<file path="config.mk">
export PLATFORM = sky130hd
export DESIGN_NAME = piecewise_linear_curve_table_unit
export DESIGN_NICKNAME = d
export VERILOG_FILES = /design/src/design/plct_pkg.sv /design/src/design/plct_div.sv /design/src/design/piecewise_linear_curve_table_unit.sv
export SDC_FILE = /design/constraint.sdc
export NUM_CORES = 2
export LEC_CHECK = 0
export BUFFER_PORTS_ARGS = -buffer_cell sky130_fd_sc_hd__buf_2
export CAP_MARGIN = 20
export CORE_MARGIN = 10
export CORE_UTILIZATION = 55
export CTS_CLUSTER_DIAMETER = 30
export DETAILED_ROUTE_END_ITERATION = 6
export GPL_ROUTABILITY_DRIVEN = 0
export GPL_TIMING_DRIVEN = 0
export PLACE_DENSITY = 0.71
export SLEW_MARGIN = 20
export SYNTH_ARGS = -nofsm -noshare
export SYNTH_HDL_FRONTEND = slang
export SYNTH_SLANG_ARGS = --single-unit
</file>
<file path="constraint.sdc">
create_clock -name clk_i -period 9.5 [get_ports clk_i]
set_input_delay 1.9 -clock clk_i [delete_from_list [all_inputs] [get_ports clk_i]]
set_output_delay 1.9 -clock clk_i [all_outputs]
set_load 0.03 [all_outputs]
</file>
<file path="src/design/plct_pkg.sv">
// ----------------------------------------------------------------------------
// plct_pkg
// Shared types and constants of the piecewise linear curve table unit.
// ----------------------------------------------------------------------------
package plct_pkg;

  localparam int unsigned MaxKeys = 32;
  localparam int unsigned IdxW    = $clog2(MaxKeys);
  localparam int unsigned CntW    = $clog2(MaxKeys + 1);
  localparam int unsigned DataW   = 24;
  localparam int unsigned ProdW   = 2 * (DataW + 1);
  localparam int unsigned QuoW    = DataW + 2;

  localparam logic [2:0] MODE_EVAL   = 3'd0;
  localparam logic [2:0] MODE_ADD    = 3'd1;
  localparam logic [2:0] MODE_REMOVE = 3'd2;
  localparam logic [2:0] MODE_CLEAR  = 3'd3;
  localparam logic [2:0] MODE_ALTER  = 3'd4;

  localparam logic [1:0] ST_OK    = 2'd0;
  localparam logic [1:0] ST_EMPTY = 2'd1;
  localparam logic [1:0] ST_FULL  = 2'd2;
  localparam logic [1:0] ST_INDEX = 2'd3;

  localparam logic [1:0] CFG_TIME_LO  = 2'd0;
  localparam logic [1:0] CFG_TIME_HI  = 2'd1;
  localparam logic [1:0] CFG_VALUE_LO = 2'd2;
  localparam logic [1:0] CFG_VALUE_HI = 2'd3;

  typedef struct packed {
    logic [2:0]              mode;
    logic signed [DataW-1:0] point_time;
    logic signed [DataW-1:0] point_value;
    logic [4:0]              key_index;
  } plct_in_t;

  typedef struct packed {
    logic signed [DataW-1:0] curve_value;
    logic [5:0]              keys_held;
    logic [1:0]              status;
  } plct_out_t;

  typedef struct packed {
    logic signed [DataW-1:0] t;
    logic signed [DataW-1:0] v;
  } plct_key_t;

endpackage

</file>
<file path="src/design/plct_div.sv">
// ----------------------------------------------------------------------------
// plct_div
// Serial restoring divider, one quotient bit per cycle, signed numerator,
// positive denominator, quotient truncated toward zero.
// ----------------------------------------------------------------------------
module plct_div
  import plct_pkg::*;
(
  input  logic                    clk_i,
  input  logic                    rst_ni,
  input  logic                    start_i,
  input  logic signed [ProdW-1:0] num_i,
  input  logic [DataW:0]          den_i,
  output logic                    done_o,
  output logic signed [QuoW-1:0]  quo_o
);

  localparam int unsigned StepW = $clog2(ProdW + 1);

  logic [ProdW-1:0] mag_q;
  logic [DataW:0]   rem_q;
  logic [DataW:0]   den_q;
  logic             neg_q;
  logic             run_q;
  logic             done_q;
  logic [StepW-1:0] cnt_q;

  logic [DataW+1:0] rem_sh;
  logic [DataW+1:0] rem_sub;
  logic             fits;
  logic [QuoW-1:0]  quo_mag;

  assign rem_sh  = {rem_q, mag_q[ProdW-1]};
  assign rem_sub = rem_sh - {1'b0, den_q};
  assign fits    = rem_sh >= {1'b0, den_q};
  assign quo_mag = mag_q[QuoW-1:0];

  always_ff @(posedge clk_i or negedge rst_ni) begin
    if (!rst_ni) begin
      run_q  <= 1'b0;
      done_q <= 1'b0;
      cnt_q  <= '0;
    end else begin
      done_q <= 1'b0;
      if (start_i) begin
        run_q <= 1'b1;
        cnt_q <= StepW'(ProdW);
      end else if (run_q) begin
        cnt_q <= cnt_q - 1'b1;
        if (cnt_q == StepW'(1)) begin
          run_q  <= 1'b0;
          done_q <= 1'b1;
        end
      end
    end
  end

  always_ff @(posedge clk_i) begin
    if (start_i) begin
      mag_q <= num_i[ProdW-1] ? ProdW'(-num_i) : ProdW'(num_i);
      neg_q <= num_i[ProdW-1];
      den_q <= den_i;
      rem_q <= '0;
    end else if (run_q) begin
      mag_q <= {mag_q[ProdW-2:0], fits};
      rem_q <= fits ? rem_sub[DataW:0] : rem_sh[DataW:0];
    end
  end

  assign done_o = done_q;
  assign quo_o  = neg_q ? -$signed(quo_mag) : $signed(quo_mag);

endmodule

</file>
<file path="src/design/piecewise_linear_curve_table_unit.sv">
// ----------------------------------------------------------------------------
// piecewise_linear_curve_table_unit
// Sorted breakpoint table with linear interpolation between keys.
// ----------------------------------------------------------------------------
// A command word is taken when start is high and busy is low; its one result
// word appears on result_o for exactly one cycle with done_o high and must be
// captured then. The keys live in a table with one read port and one write
// port, read one entry per cycle, and interpolation uses a bit-serial divider.
// Evaluate reports empty when the table is empty, reads the first or last
// key when clamped, and otherwise scans the keys, multiplying and dividing
// when it interpolates. Add and remove move one key at a time; alter of an
// inner key is a remove then an add; clear and an alter of the first or last
// key move no keys.
// ----------------------------------------------------------------------------
module piecewise_linear_curve_table_unit
  import plct_pkg::*;
(
  input  logic                    clk_i,
  input  logic                    rst_ni,
  input  logic                    start,
  output logic                    busy,
  input  plct_in_t                item_i,
  output logic                    done_o,
  output plct_out_t               result_o,
  input  logic                    cfg_we_i,
  input  logic [1:0]              cfg_idx_i,
  input  logic [DataW-1:0]        cfg_wdata_i
);

  typedef enum logic [3:0] {
    S_IDLE, S_EVAL_PICK, S_EVAL_SCAN, S_MUL, S_DIV_GO, S_DIV,
    S_INS_RD, S_INS_CK, S_DEL_RD, S_DEL_WR, S_ALT_WR
  } state_e;

  state_e                  state_q;
  logic signed [DataW-1:0] tlo_q, thi_q, vlo_q, vhi_q;
  logic [CntW-1:0]         total_q, j_q;
  logic signed [DataW-1:0] t_q, v_q, va_q;
  logic [IdxW-1:0]         idx_q;
  logic                    alter_q, done_q;
  plct_key_t               prev_q, rdata_q;
  plct_out_t               out_q;
  logic signed [DataW:0]   dt_q, dv_q;
  logic [DataW:0]          den_q;
  logic signed [ProdW-1:0] prod_q;

  plct_key_t               mem_q [MaxKeys];
  logic                    we;
  logic [IdxW-1:0]         waddr, raddr;
  plct_key_t               wdata;

  logic                    div_done;
  logic signed [QuoW-1:0]  quo;
  logic signed [QuoW:0]    interp;

  logic                    accept;
  logic [CntW-1:0]         last, j_inc, j_dec, in_idx;
  logic signed [DataW-1:0] in_vc, in_tc;

  assign accept = start && !busy;
  assign last   = total_q - 1'b1;
  assign j_inc  = j_q + 1'b1;
  assign j_dec  = j_q - 1'b1;
  assign in_idx = CntW'(item_i.key_index);
  assign interp = (QuoW+1)'(va_q) + (QuoW+1)'(quo);

  always_comb begin
    in_vc = (item_i.point_value < vlo_q) ? vlo_q : item_i.point_value;
    in_vc = (in_vc > vhi_q) ? vhi_q : in_vc;
    in_tc = (item_i.point_time < tlo_q) ? tlo_q : item_i.point_time;
    in_tc = (in_tc > thi_q) ? thi_q : in_tc;
  end

  always_comb begin
    raddr = '0;
    we    = 1'b0;
    waddr = j_q[IdxW-1:0];
    wdata = '{t: t_q, v: v_q};
    unique case (state_q)
      S_IDLE: begin
        if (item_i.mode == MODE_ALTER) begin
          raddr = item_i.key_index[IdxW-1:0];
        end else if (item_i.point_time > tlo_q && item_i.point_time >= thi_q) begin
          raddr = last[IdxW-1:0];
        end
      end
      S_EVAL_SCAN: raddr = j_inc[IdxW-1:0];
      S_INS_RD: begin
        raddr = j_dec[IdxW-1:0];
        we    = (j_q == '0);
      end
      S_INS_CK: begin
        we = 1'b1;
        if (rdata_q.t > t_q) wdata = rdata_q;
      end
      S_DEL_RD: raddr = j_inc[IdxW-1:0];
      S_DEL_WR: begin
        we    = 1'b1;
        wdata = rdata_q;
      end
      S_ALT_WR: begin
        we    = 1'b1;
        waddr = idx_q;
        wdata = '{t: rdata_q.t, v: v_q};
      end
      default: ;
    endcase
  end

  always_ff @(posedge clk_i) begin
    if (we) mem_q[waddr] <= wdata;
    rdata_q <= mem_q[raddr];
  end

  plct_div u_div (
    .clk_i   (clk_i),
    .rst_ni  (rst_ni),
    .start_i (state_q == S_DIV_GO),
    .num_i   (prod_q),
    .den_i   (den_q),
    .done_o  (div_done),
    .quo_o   (quo)
  );

  always_ff @(posedge clk_i or negedge rst_ni) begin
    if (!rst_ni) begin
      state_q <= S_IDLE;
      tlo_q   <= DataW'(0);
      thi_q   <= DataW'(25600);
      vlo_q   <= DataW'(0);
      vhi_q   <= DataW'(25600);
      total_q <= '0;
      j_q     <= '0;
      alter_q <= 1'b0;
      done_q  <= 1'b0;
      out_q   <= '0;
    end else begin
      done_q <= 1'b0;
      if (cfg_we_i) begin
        unique case (cfg_idx_i)
          CFG_TIME_LO:  tlo_q <= cfg_wdata_i;
          CFG_TIME_HI:  thi_q <= cfg_wdata_i;
          CFG_VALUE_LO: vlo_q <= cfg_wdata_i;
          CFG_VALUE_HI: vhi_q <= cfg_wdata_i;
          default: ;
        endcase
      end
      unique case (state_q)
        S_IDLE: begin
          if (accept) begin
            t_q     <= item_i.point_time;
            v_q     <= item_i.point_value;
            idx_q   <= item_i.key_index[IdxW-1:0];
            alter_q <= 1'b0;
            out_q   <= '{curve_value: '0, keys_held: total_q, status: ST_OK};
            case (item_i.mode)
              MODE_EVAL: begin
                if (total_q == '0) begin
                  out_q.status <= ST_EMPTY;
                  done_q       <= 1'b1;
                end else if (item_i.point_time <= tlo_q || item_i.point_time >= thi_q) begin
                  state_q <= S_EVAL_PICK;
                end else begin
                  j_q     <= '0;
                  state_q <= S_EVAL_SCAN;
                end
              end
              MODE_ADD: begin
                if (total_q == CntW'(MaxKeys)) begin
                  out_q.status <= ST_FULL;
                  done_q       <= 1'b1;
                end else begin
                  j_q     <= total_q;
                  state_q <= S_INS_RD;
                end
              end
              MODE_REMOVE: begin
                if (in_idx >= total_q) begin
                  out_q.status <= ST_INDEX;
                  done_q       <= 1'b1;
                end else begin
                  j_q     <= in_idx;
                  state_q <= S_DEL_RD;
                end
              end
              MODE_CLEAR: begin
                total_q         <= '0;
                out_q.keys_held <= '0;
                done_q          <= 1'b1;
              end
              MODE_ALTER: begin
                v_q <= in_vc;
                t_q <= in_tc;
                if (in_idx >= total_q) begin
                  out_q.status <= ST_INDEX;
                  done_q       <= 1'b1;
                end else if (in_idx == '0 || in_idx == last) begin
                  state_q <= S_ALT_WR;
                end else begin
                  j_q     <= in_idx;
                  alter_q <= 1'b1;
                  state_q <= S_DEL_RD;
                end
              end
              default: done_q <= 1'b1;
            endcase
          end
        end
        S_EVAL_PICK: begin
          out_q.curve_value <= rdata_q.v;
          done_q            <= 1'b1;
          state_q           <= S_IDLE;
        end
        S_EVAL_SCAN: begin
          if (j_q != '0 && prev_q.t == t_q) begin
            out_q.curve_value <= prev_q.v;
            done_q            <= 1'b1;
            state_q           <= S_IDLE;
          end else if (j_q != '0 && prev_q.t <= t_q && rdata_q.t > t_q) begin
            va_q    <= prev_q.v;
            dt_q    <= (DataW+1)'(t_q) - (DataW+1)'(prev_q.t);
            dv_q    <= (DataW+1)'(rdata_q.v) - (DataW+1)'(prev_q.v);
            den_q   <= (DataW+1)'(rdata_q.t) - (DataW+1)'(prev_q.t);
            state_q <= S_MUL;
          end else if (j_q == last) begin
            out_q.curve_value <= rdata_q.v;
            done_q            <= 1'b1;
            state_q           <= S_IDLE;
          end else begin
            prev_q <= rdata_q;
            j_q    <= j_inc;
          end
        end
        S_MUL: begin
          prod_q  <= dt_q * dv_q;
          state_q <= S_DIV_GO;
        end
        S_DIV_GO: state_q <= S_DIV;
        S_DIV: begin
          if (div_done) begin
            out_q.curve_value <= interp[DataW-1:0];
            done_q            <= 1'b1;
            state_q           <= S_IDLE;
          end
        end
        S_INS_RD: begin
          if (j_q == '0) begin
            total_q         <= total_q + 1'b1;
            out_q.keys_held <= total_q + 1'b1;
            done_q          <= 1'b1;
            state_q         <= S_IDLE;
          end else begin
            state_q <= S_INS_CK;
          end
        end
        S_INS_CK: begin
          if (rdata_q.t > t_q) begin
            j_q     <= j_dec;
            state_q <= S_INS_RD;
          end else begin
            total_q         <= total_q + 1'b1;
            out_q.keys_held <= total_q + 1'b1;
            done_q          <= 1'b1;
            state_q         <= S_IDLE;
          end
        end
        S_DEL_RD: begin
          if (j_inc >= total_q) begin
            total_q <= last;
            if (alter_q) begin
              j_q     <= last;
              state_q <= S_INS_RD;
            end else begin
              out_q.keys_held <= last;
              done_q          <= 1'b1;
              state_q         <= S_IDLE;
            end
          end else begin
            state_q <= S_DEL_WR;
          end
        end
        S_DEL_WR: begin
          j_q     <= j_inc;
          state_q <= S_DEL_RD;
        end
        S_ALT_WR: begin
          done_q  <= 1'b1;
          state_q <= S_IDLE;
        end
        default: state_q <= S_IDLE;
      endcase
    end
  end

  assign busy     = (state_q != S_IDLE);
  assign done_o   = done_q;
  assign result_o = out_q;

  a_done_idle: assert property (@(posedge clk_i) disable iff (!rst_ni)
    done_o |-> !busy) else $error("result while busy");
  a_total_max: assert property (@(posedge clk_i) disable iff (!rst_ni)
    total_q <= CntW'(MaxKeys)) else $error("key count overflow");
  a_full_count: assert property (@(posedge clk_i) disable iff (!rst_ni)
    done_o && result_o.status == ST_FULL |-> result_o.keys_held == CntW'(MaxKeys))
    else $error("full status with free slots");
  a_keys_match: assert property (@(posedge clk_i) disable iff (!rst_ni)
    done_o |-> result_o.keys_held == total_q) else $error("key count mismatch");

endmodule

</file>
==> key figures <==
Yosys
  • Most common cell in the netlist: edfxtp_1
  • Synthesized netlist cell count: 9429
  • Mapped cell area: 116000 um^2
  • Yosys cell types: 91
  • Dominant cell type by area after synthesis: edfxtp_1
  • Synthesized net count: ~11000
  • Synthesis Warnings: 0
  • Commonest cells in the netlist: 1862 x edfxtp_1, 1340 x nand2_1, 893 x inv_1
  • Seq/Total Area, Yosys: 53.0%
  • EDFF count, synth: 1862
  • Ranking of synthesized cells by area: edfxtp_1 48%, fa_1 11%, ha_1 4.6%
  • Yosys reg bits: 2089
  • Post-synth ARST share: 7.37%
  • Synth Area per Inst: 12.3 um^2
  • Top_reg_cell synth: edfxtp_1
  • Synth top area share: between 40% and 50%

Clocking
  • Clock slew at reported path FFs: 50 ps
  • Bufs on Longest Clock Path: 4
  • Clock latency on the worst-skew pair: 1000 ps
  • CTS tree: built
  • Clock sinks: 2089
  • Root Driver: clkbuf_16
  • TritonCTS Buffers: 394
  • Htree depth: 5
  • CTS Hold Buffers Added: 0

Worst setup path
  • Critical R2R Capture: prod_q[49]
  • Worst setup EP type: register
  • R2r setup slk: around 130 ps
  • Worst R2R Path Depth: 26
  • Worst setup SP type: register
  • WP data arrival: around 10000 ps
  • Critical path launch point: dt_q[19]
  • Worst Path Required: between 10000 and 15000 ps
  • CP max FO: 10
  • Worst r2r src: dt_q[19]
  • Type of the worst setup path: reg2reg

Run status
  • Failing checks: design-rule violations
  • Run status: complete, but fails checks

Final layout
  • Layout cells sized above 1: approximately 14%
  • # nets final: between 10000 and 15000
  • Synth-to-Final Area Change: 17.9%
  • Final non-filler cell area: 136000 um^2
  • Fin util: between 60% and 70%

Routing
  • Post-Route WL: 363000 um
  • Pre-Repair DR Iteration Count: 7
  • DR iter-0 viols: roughly 11000
  • Vias: 83000
  • ANT nets after route: 0
  • Residual DRC: 6
  • Drt wl/cell: between 20 and 30 um
  • Vias per std cell: approximately 6.3

Floorplan
  • # IOs: 120
  • Die ar.: 229000 um^2
  • Starting density of the core: about 55%
  • Std-Cell Rows: 168
  • Die width: 478 um
  • DIE HEIGHT: 478 um
  • Core outline area: 209000 um^2

Job
  • Total of max-cap violations: 0

GRT
  • Initial antenna violation count: 35
  • Overflow after GRT: 0
  • Pin count of the biggest net entering global routing: between 80 and 90
  • First-pass GRT wire length: 538000 um
  • GR Util All Layers: a little under a third
  • Vias in the first global route: roughly 85000

Hold path
  • Hold Startpoint: den_q[8]
  • Hold Path Stages: 0
  • Worst min path class: reg2reg
  • Worst Hold Path EP: u_div.den_q[8]

Place
  • Dpl cell area: 123000 um^2
  • Post-DP HPWL: 269000 um
  • DP Worst Slack: 45.3 ps
  • Buffers on Ports: 116

STA
  • Worst slew pin tran: 1270 ps
  • Post-route setup slack: about 130 ps
  • Fin Setup TNS: 0 ps
  • Slew Limit Fails: 0
  • Final min period: 9370 ps
  • Final Skew: around 130 ps
  • RSZ-0062 raised after global routing: no
  • Final-report setup violation count: 0
  • Final Hold Fails: 0
  • Period Utilization, post-route: 98.6%
  • Max-slew headroom: between 10% and 20%
  • Fmax: 107 MHz
==> flip-flops by register name, indices dropped and copies added (netlist names), 24 cells and up <==
| name | cells |
|---|---|
| va_q | 24 |
| tlo_q | 24 |
| vlo_q | 24 |
| v_q | 24 |
| thi_q | 24 |
| prev_q | 48 |
| u_div.mag_q | 50 |
| dv_q | 25 |
| rdata_q | 48 |
| u_div.rem_q | 25 |
| vhi_q | 24 |
| prod_q | 50 |
| t_q | 24 |
| den_q | 25 |
| mem_q | 1536 |
| u_div.den_q | 25 |
| result_o | 32 |
| dt_q | 25 |
==> final cells by class <==
cell class | instances | area, um^2
tap | 2805 | 3510
buffer | 467 | 1920
antenna | 23 | 57.6
multi-input combinational | 5975 | 49800
fill | 14800 | 73000
timing repair buffer | 256 | 3150
sequential | 2089 | 61200
clock buffer | 452 | 10300
inverter | 895 | 3370
clock inverter | 265 | 3030
==> critical path: stages (launching register included) <==
cell and delay, ps:
edfxtp_1 710, clkbuf_1 580, nand2_1 180, fa_1 540, inv_1 50, fa_1 540
inv_1 110, fa_1 510, fa_1 550, inv_1 80, fa_1 470, fa_1 520
inv_1 50, fa_1 480, inv_1 50, ha_1 320, and3_1 230, a31o_2 240
a21o_1 170, a221oi_1 470, o2111ai_1 200, o211ai_1 370, o221ai_1 360, o21ai_1 460
o31ai_1 230, or4_1 430, and4_1 190
==> routing by layer <==
metal  vias to the layer above  track usage [%]  part of all wire, %
met5                         -            0.210                0.041
met4                        16             20.0                  7.6
met3                      1418             7.82                   11
met2                      5294             50.5                   47
met1                     41100             37.1                   34
li1                      35200                -                    -
==> cells in the final DEF, fill, tap and decap left out, drive strengths merged, types with 117 or more instances in the layout <==
master,count
xnor2,142
buf,368
fa,663
and2,309
clkinv,126
inv,937
a21oi,259
dfrtp,148
nand2,1340
ha,425
nand3,362
mux2,200
edfxtp,1862
o21ai,353
nor2,277
mux2i,131
a21o,117
clkbuf,807
==> what timing repair did <==
action | CTS | global route
endpoints found under the setup margin | 0 | 6
buffers inserted | 0 | 5
gates resized for setup | 0 | 41
==> worst max path at each step <==
stage                             to  slack (ps)  depth (start not counted)
after floorplan           prod_q[49]        2030                         27
after global placement    prod_q[15]       -3160                          3
after detailed placement  prod_q[42]          50                         25
after CTS                 prod_q[42]          20                         25
after global routing      prod_q[49]         0.5                         26
final                     prod_q[49]         130                         26
==> metrics by stage <==
step	hold slack [ps]	std cells
5_1_grt	392	13200
6_report	379	13200
3_5_place_dp	405	12500
2_1_floorplan	400	9429
4_1_cts	375	13200
3_3_place_gp	402	12400
==> cells by family (layout without fill, tap and decap cells) <==
kind of cell,after synthesis,count (layout),synth area share [%]
flip-flops,2089,2089,53.0
multiplexers,426,426,4.93
XOR/XNOR,239,239,1.81
buffers and inverters,1365,2335,4.55
other,0,23,0
adder cells (fa/ha/maj),1088,1088,16.1
AO/OA/AOI/OAI,1413,1413,8.35
AND/OR/NAND/NOR,2809,2809,11.3
Power is not shown: default switching activity piles up to over one toggle a cycle in this logic, so the estimate is an artifact.
